**src/rtl/pip_pkg.sv**
```systemverilog
package pip_pkg;

    localparam int IDX_W = 6;
    localparam int CNT_W = 7;
    localparam logic [CNT_W-1:0] CNT_RESET = 7'd3;

    localparam logic ACT_WRITE = 1'b0;
    localparam logic ACT_TEST  = 1'b1;

    typedef enum logic [1:0] {
        ST_IDLE,
        ST_RUN,
        ST_DRAIN
    } state_t;

    typedef struct packed {
        logic vld;
        logic is_edge;
    } pipe_ctl_t;

    typedef struct packed {
        logic busy;
        logic hit_vld;
        logic hit;
    } edge_stat_t;

endpackage

```
**src/rtl/pip_edge_unit.sv**
```systemverilog
module pip_edge_unit #(
    parameter int COORD_WIDTH = 24
) (
    input  logic                          aclk,
    input  logic                          aresetn,
    input  logic                          in_vld,
    input  logic signed [COORD_WIDTH-1:0] x1,
    input  logic signed [COORD_WIDTH-1:0] y1,
    input  logic signed [COORD_WIDTH-1:0] x2,
    input  logic signed [COORD_WIDTH-1:0] y2,
    input  logic signed [COORD_WIDTH-1:0] px,
    input  logic signed [COORD_WIDTH-1:0] py,
    output pip_pkg::edge_stat_t           stat
);

    localparam int DW = COORD_WIDTH + 1;
    localparam int PW = 2 * COORD_WIDTH + 2;

    logic signed [COORD_WIDTH-1:0] xa, ya, xb, yb, maxx;
    logic signed [DW-1:0]          dx_next, dy_next, ey_next, ex_next;
    logic                          reject_next, horiz_next;

    logic signed [DW-1:0]          dx_reg, dy_reg, ey_reg, ex_reg;
    logic                          reject_reg, horiz_reg, s1_vld_reg;
    logic signed [PW-1:0]          p_reg, q_reg;
    logic                          reject2_reg, horiz2_reg, s2_vld_reg;
    logic signed [PW-1:0]          p_next, q_next;

    // The edge is oriented so that its lower end comes first.
    always_comb begin
        if (y1 > y2) begin
            xa = x2;
            ya = y2;
            xb = x1;
            yb = y1;
        end else begin
            xa = x1;
            ya = y1;
            xb = x2;
            yb = y2;
        end
        maxx        = (x1 > x2) ? x1 : x2;
        reject_next = (px > maxx) || (py < ya) || (py > yb);
        horiz_next  = (ya == yb);
        dx_next     = DW'(px) - DW'(xa);
        dy_next     = DW'(yb) - DW'(ya);
        ey_next     = DW'(py) - DW'(ya);
        ex_next     = DW'(xb) - DW'(xa);
    end

    always_ff @(posedge aclk) begin
        dx_reg     <= dx_next;
        dy_reg     <= dy_next;
        ey_reg     <= ey_next;
        ex_reg     <= ex_next;
        reject_reg <= reject_next;
        horiz_reg  <= horiz_next;
    end

    // Point left of the crossing: (px - xa) * (yb - ya) <= (py - ya) * (xb - xa).
    assign p_next = PW'(dx_reg) * PW'(dy_reg);
    assign q_next = PW'(ey_reg) * PW'(ex_reg);

    always_ff @(posedge aclk) begin
        p_reg       <= p_next;
        q_reg       <= q_next;
        reject2_reg <= reject_reg;
        horiz2_reg  <= horiz_reg;
    end

    always_ff @(posedge aclk) begin
        if (!aresetn) begin
            s1_vld_reg <= 1'b0;
            s2_vld_reg <= 1'b0;
        end else begin
            s1_vld_reg <= in_vld;
            s2_vld_reg <= s1_vld_reg;
        end
    end

    assign stat.busy    = s1_vld_reg || s2_vld_reg;
    assign stat.hit_vld = s2_vld_reg;
    assign stat.hit     = !reject2_reg && (horiz2_reg || (p_reg <= q_reg));

endmodule
```
**config.mk**
```make
export PLATFORM = sky130hd
export DESIGN_NAME = pip_edge_unit
export DESIGN_NICKNAME = d
export VERILOG_FILES = /design/src/rtl/pip_pkg.sv /design/src/rtl/pip_edge_unit.sv
export SDC_FILE = /design/constraint.sdc
export NUM_CORES = 2
export LEC_CHECK = 0
export BUFFER_PORTS_ARGS = -buffer_cell sky130_fd_sc_hd__clkbuf_2
export CAP_MARGIN = 5
export CELL_PAD_IN_SITES_DETAIL_PLACEMENT = 1
export CELL_PAD_IN_SITES_GLOBAL_PLACEMENT = 1
export CORE_UTILIZATION = 50
export DETAILED_ROUTE_END_ITERATION = 12
export GPL_ROUTABILITY_DRIVEN = 0
export PLACE_DENSITY = 0.79
export SETUP_SLACK_MARGIN = 0.4
export SLEW_MARGIN = 20
export SYNTH_ARGS = -nofsm -noshare
export SYNTH_HDL_FRONTEND = slang
export SYNTH_SLANG_ARGS = --single-unit
```
**constraint.sdc**
```tcl
create_clock -name aclk -period 9.1 [get_ports aclk]
set_input_delay 1.82 -clock aclk [delete_from_list [all_inputs] [get_ports aclk]]
set_output_delay 1.82 -clock aclk [all_outputs]
set_load 0.02 [all_outputs]
```
### Yosys cells after proc, flatten, opt, wreduce, memory -nomap -nowiden

Cells that the tools add are included.

| operators by class | value |
|---|---|
| add/sub/neg operators | 4 |
| reductions and logical operators | 6 |
| multiplexer cells | 5 |
| equality and inequality tests | 1 |
| order comparisons | 6 |
| multipliers | 2 |

Operators by type and width:

| cell | number |
|---|---|
| $mux 24 | 5 |
| $mul 25x25->50 | 2 |
| $sub 24x24->25 | 4 |
| $gt 24x24->1 | 4 |
| $le 50x50->1 | 1 |
| $eq 24x24->1 | 1 |
| $lt 24x24->1 | 1 |
| $logic_or 1x1->1 | 4 |
| $logic_and 1x1->1 | 1 |
| $logic_not 1->1 | 1 |

| storage, ports and cells | value |
|---|---|
| flip-flop bits (word level) | 206 |
| output and inout bits | 3 |
| input bits | 147 |

### Depth between registers and ports, before layout

| depth | value |
|---|---|
| depth after elaboration | 5 |
| gate-level depth with buffers | 32 |
| mapped depth without buffers | 29 |

### Worst setup path after synthesis

Ideal clock, no wire load.

| path | value |
|---|---|
| kind | input to register |
| from | in y2[3] |
| to | reg ey_reg[22] |
| path slack | 1.508 ns |
| stages on the path | 31 |
| arrival | 7.472 ns |
| path through | inv_1 -> ha_1 -> buf_2 -> nand2_2 -> o21bai_1 -> a21oi_1 -> o31ai_2 -> nand3_2 -> nand2_2 -> buf_2 -> buf_2 -> buf_2 -> buf_1 -> nand2_1 -> o21ai_0 -> ha_1 -> inv_1 -> fa_1 -> a21o_1 -> a21oi_1 -> o21bai_1 -> a21oi_1 -> o21bai_1 -> a41o_1 -> o41ai_1 -> o21bai_1 -> nand2_1 -> a21boi_0 -> o221a_2 -> a311o_1 -> xor2_1 |

| on the way | value |
|---|---|
| cells in the longest elaborated chain, start to end | 3 |

Ends and longest elaborated chain:

| item | line | source |
|---|---|---|
| start, declared | pip_edge_unit.sv:10 | `input logic signed [COORD_WIDTH-1:0] y2,` |
| $gt 24x24->1 | pip_edge_unit.sv:31 | `if (y1 > y2) begin` |
| $mux 24 * | pip_edge_unit.sv:31 |  |
| $sub 24x24->25 * | pip_edge_unit.sv:47 | `ey_next = DW'(py) - DW'(ya);` |
| net ey_next[22] | pip_edge_unit.sv:20 | `logic signed [DW-1:0] dx_next, dy_next, ey_next, ex_next;` |
| end signal, assigned | pip_edge_unit.sv:54 | `ey_reg <= ey_next;` |
| end, declared | pip_edge_unit.sv:23 | `logic signed [DW-1:0] dx_reg, dy_reg, ey_reg, ex_reg;` |

The timed path passes the listed nets; every way through them passes the cells marked *.
A chain may end at the register's enable or synchronous reset.

### Worst setup path after layout

| path | value |
|---|---|
| from | reg ey_reg[7] |
| to | reg q_reg[48] |

| on the way | value |
|---|---|
| cells in the longest elaborated chain, start to end | 1 |

Ends and longest elaborated chain:

| item | line | source |
|---|---|---|
| $mul 25x25->50 | pip_edge_unit.sv:62 | `assign q_next = PW'(ey_reg) * PW'(ex_reg);` |
| net q_next[48] | pip_edge_unit.sv:27 | `logic signed [PW-1:0] p_next, q_next;` |
| end signal, assigned | pip_edge_unit.sv:66 | `q_reg <= q_next;` |
| end, declared | pip_edge_unit.sv:25 | `logic signed [PW-1:0] p_reg, q_reg;` |

The timed path passes the listed nets, and every way through them passes these cells.

==> flow_metrics.py <==
metrics = {
    "setup_path": {
        "required_ns": 9.62,
        "crit_path_end_kind": "register",
        "arrival_ns": 9.03,
        "crit_top_cell": "fa_1",
        "critical_path.slowest_cell": "dfxtp_1",
        "path_class": "reg -> reg",
        "crit_path_start_kind": "register",
        "critPathMaxFanout": 20,
        "reg2reg_slack_ns": 0.59,
        "critical_path.max_stage_delay_ns": 1.08,
    },
    "sta": {
        "skew_ns": 0.0519,
        "tightest_slew_ns": 1.17,
        "finalHoldViolations": 0,
        "setup_tns_ns": 0,
        "fin_crit_ns": 8.51,
        "finalSetupViolCount": 0,
        "fin_crit_sh_pct": 93.5,
        "relSlewSlack_pct": 20.1,
        "slew_violations": 0,
        "rsz0062_at_grt": "true",
        "fmax_ghz": 0.118,
    },
    "clock_network": {
        "cts_hold_buf": 0,
        "insertion_delay_ns": 0.60,
        "post_cts_resized": 0,
        "cts_tree": "built",
        "numCtsBuffers": 25,
        "cts_setup_buffers": 0,
        "htree_num_levels": 1,
        "cts-root-buf": "clkbuf_16",
        "path_clk_slew_ns": 0.07,
        "cts_sinks": 206,
        "cts_buffer_depth": 3,
    },
    "routing": {
        "drcViolationCount": 0,
        "vias": 45800,
        "first_iter_violations": 3042,
        "drtAntennaViolNets": 0,
        "drtPass1Iterations": 7,
        "routedWlPerCell_um": 23.5,
        "via_per_inst": 5.66,
        "routed_wl_mm": 190,
    },
    "yosys": {
        "synth_edf_count": 0,
        "synth.distinct_cells": 100,
        "ys.flop_type": "dfxtp_1",
        "ys_seq_elements": 206,
        "synth.avg_cell_area_sq_um": 9.08,
        "synth_commonest_cells": "inv_1 (1428), fa_1 (1318), nand2_1 (720)",
        "ys_warn_count": 0,
        "syn_area_sq_um": 59100,
        "syn-num-nets": 8457,
        "synth_top_area_cell": "fa_1",
        "async_flop_share_pct": 0,
        "yosysMostFrequentCell": "inv_1",
        "ys_seq_area_share_pct": 6.98,
        "yosysTopAreaCellShare_pct": 44.6,
        "postSynthCellCount": 6513,
        "yosys-top-cells-area": "fa_1 (45%), ha_1 (10%), inv_1 (9.1%), dfxtp_1 (7.0%), and2_1 (6.4%)",
    },
    "place": {
        "port-buffer-count": 149,
        "dp_hpwl_mm": 163,
    },
    "global_routing": {
        "grt_pass1_wl_mm": 298,
        "antenna_found_initial": 44,
        "grt_max_degree": 90,
        "grt_pass1_vias": 52400,
        "grtUsageTotal_pct": 32.5,
        "gr-total-overflow": 0,
    },
    "die": {
        "rows": 125,
        "num_io_pins": 150,
        "design.core.area_sq_um": 117000,
        "die_w_um": 346,
        "die_h_um": 346,
        "die_area_sq_um": 120000,
        "start_util_pct": 50.7,
    },
    "final_layout": {
        "nFillCells": 13600,
        "multi_input_area_sq_um": 48600,
        "drive_gt1_share_pct": 5.48,
        "seq_area_sq_um": 4130,
        "nets": 8474,
        "area_growth_syn_to_layout_pct": 5.68,
    },
    "worst_hold_path": {
        "hold_class": "reg -> reg",
    },
    "outcome": {
        "status": "finished clean",
    },
    "flow_run": {
        "maxCapViolCount": 0,
    },
}
-- layout make-up --
| class | count | share of cell area, % |
|---|---|---|
| inverter | 1429 | 8.59 |
| timing repair buffer | 263 | 2.58 |
| sequential | 206 | 6.61 |
| clock buffer | 34 | 1.12 |
| tap | 1524 | 3.05 |
| antenna | 9 | 0.0361 |
| clock inverter | 12 | 0.272 |
| multi-input combinational | 4605 | 77.7 |
-- cell usage in the layout (no fill, tap or decap), drive strengths merged, types with 14 or more instances in the layout --
cell type / n
mux2i: 32
xor2: 47
a21oi: 236
inv: 1430
a211oi: 14
nor2: 190
fa: 1318
nand4: 48
a31oi: 28
or3: 14
nand3: 45
nor2b: 68
and2: 609
and3: 21
o21bai: 34
ha: 479
o21a: 28
xnor2: 145
nand2: 722
o22ai: 23
a21boi: 18
a21o: 105
o21ai: 120
clkbuf: 183
nor3: 40
nand2b: 57
buf: 114
dfxtp: 206
-- path summary, 6_finish.rpt --
| path | cells past startpoint | start | endpoint |
|---|---|---|---|
| max | 27 | ey_reg[7] | q_reg[48] |
| min | 0 | horiz_reg | horiz2_reg |
| max reg2reg | 27 | ey_reg[7] | q_reg[48] |
| min reg2reg | 0 | horiz_reg | horiz2_reg |
-- cell families (layout without fill, tap and decap cells) --
logic type | count (synthesis) | in the layout | synth area share (%)
AND/OR/NAND/NOR | 1860 | 1860 | 15.9
adder cells (fa/ha/maj) | 1797 | 1797 | 54.8
buffers and inverters | 1702 | 1738 | 10.9
AO/OA/AOI/OAI | 718 | 718 | 7.97
flip-flops | 206 | 206 | 6.98
XOR/XNOR | 192 | 192 | 2.84
multiplexers | 38 | 38 | 0.656
other | 0 | 9 | 0
-- stage by stage --
step	worst slack [ns]	hold slack, ns	instance area [sq um]	util (%)	cells
floorplan	1.51	0.310	59100	-	6513
global placement	0.939	0.377	61600	52.8	8027
detailed placement	0.697	0.373	61600	52.8	8027
CTS	0.689	0.382	62400	53.5	8073
global route	0.304	0.388	62400	53.5	8075
finish	0.593	0.395	62500	53.5	8082
-- per-layer routing --
| metal | vias up | GRT usage, % | share of wire (%) |
|---|---|---|---|
| met5 | - | 0 | 0.18 |
| met4 | 54 | 11.0 | 3.9 |
| met3 | 429 | 5.88 | 8.0 |
| met2 | 1473 | 55.0 | 48 |
| met1 | 24100 | 42.0 | 39 |
| li1 | 19700 | - | - |
-- worst max-delay path: cells and delay by family, from the launching register on --
kind / cells / cell delay, ns
buffers and inverters: 5 / 0.39
adders and majority gates: 8 / 3.67
DFF: 1 / 1.08
AOI/OAI and AO/OA: 10 / 2.63
and+or+nand+nor: 3 / 0.47
xor gates and xnor gates: 1 / 0.17
Power is not shown: default switching activity piles up to over one toggle a cycle in this logic, so the estimate is an artifact.
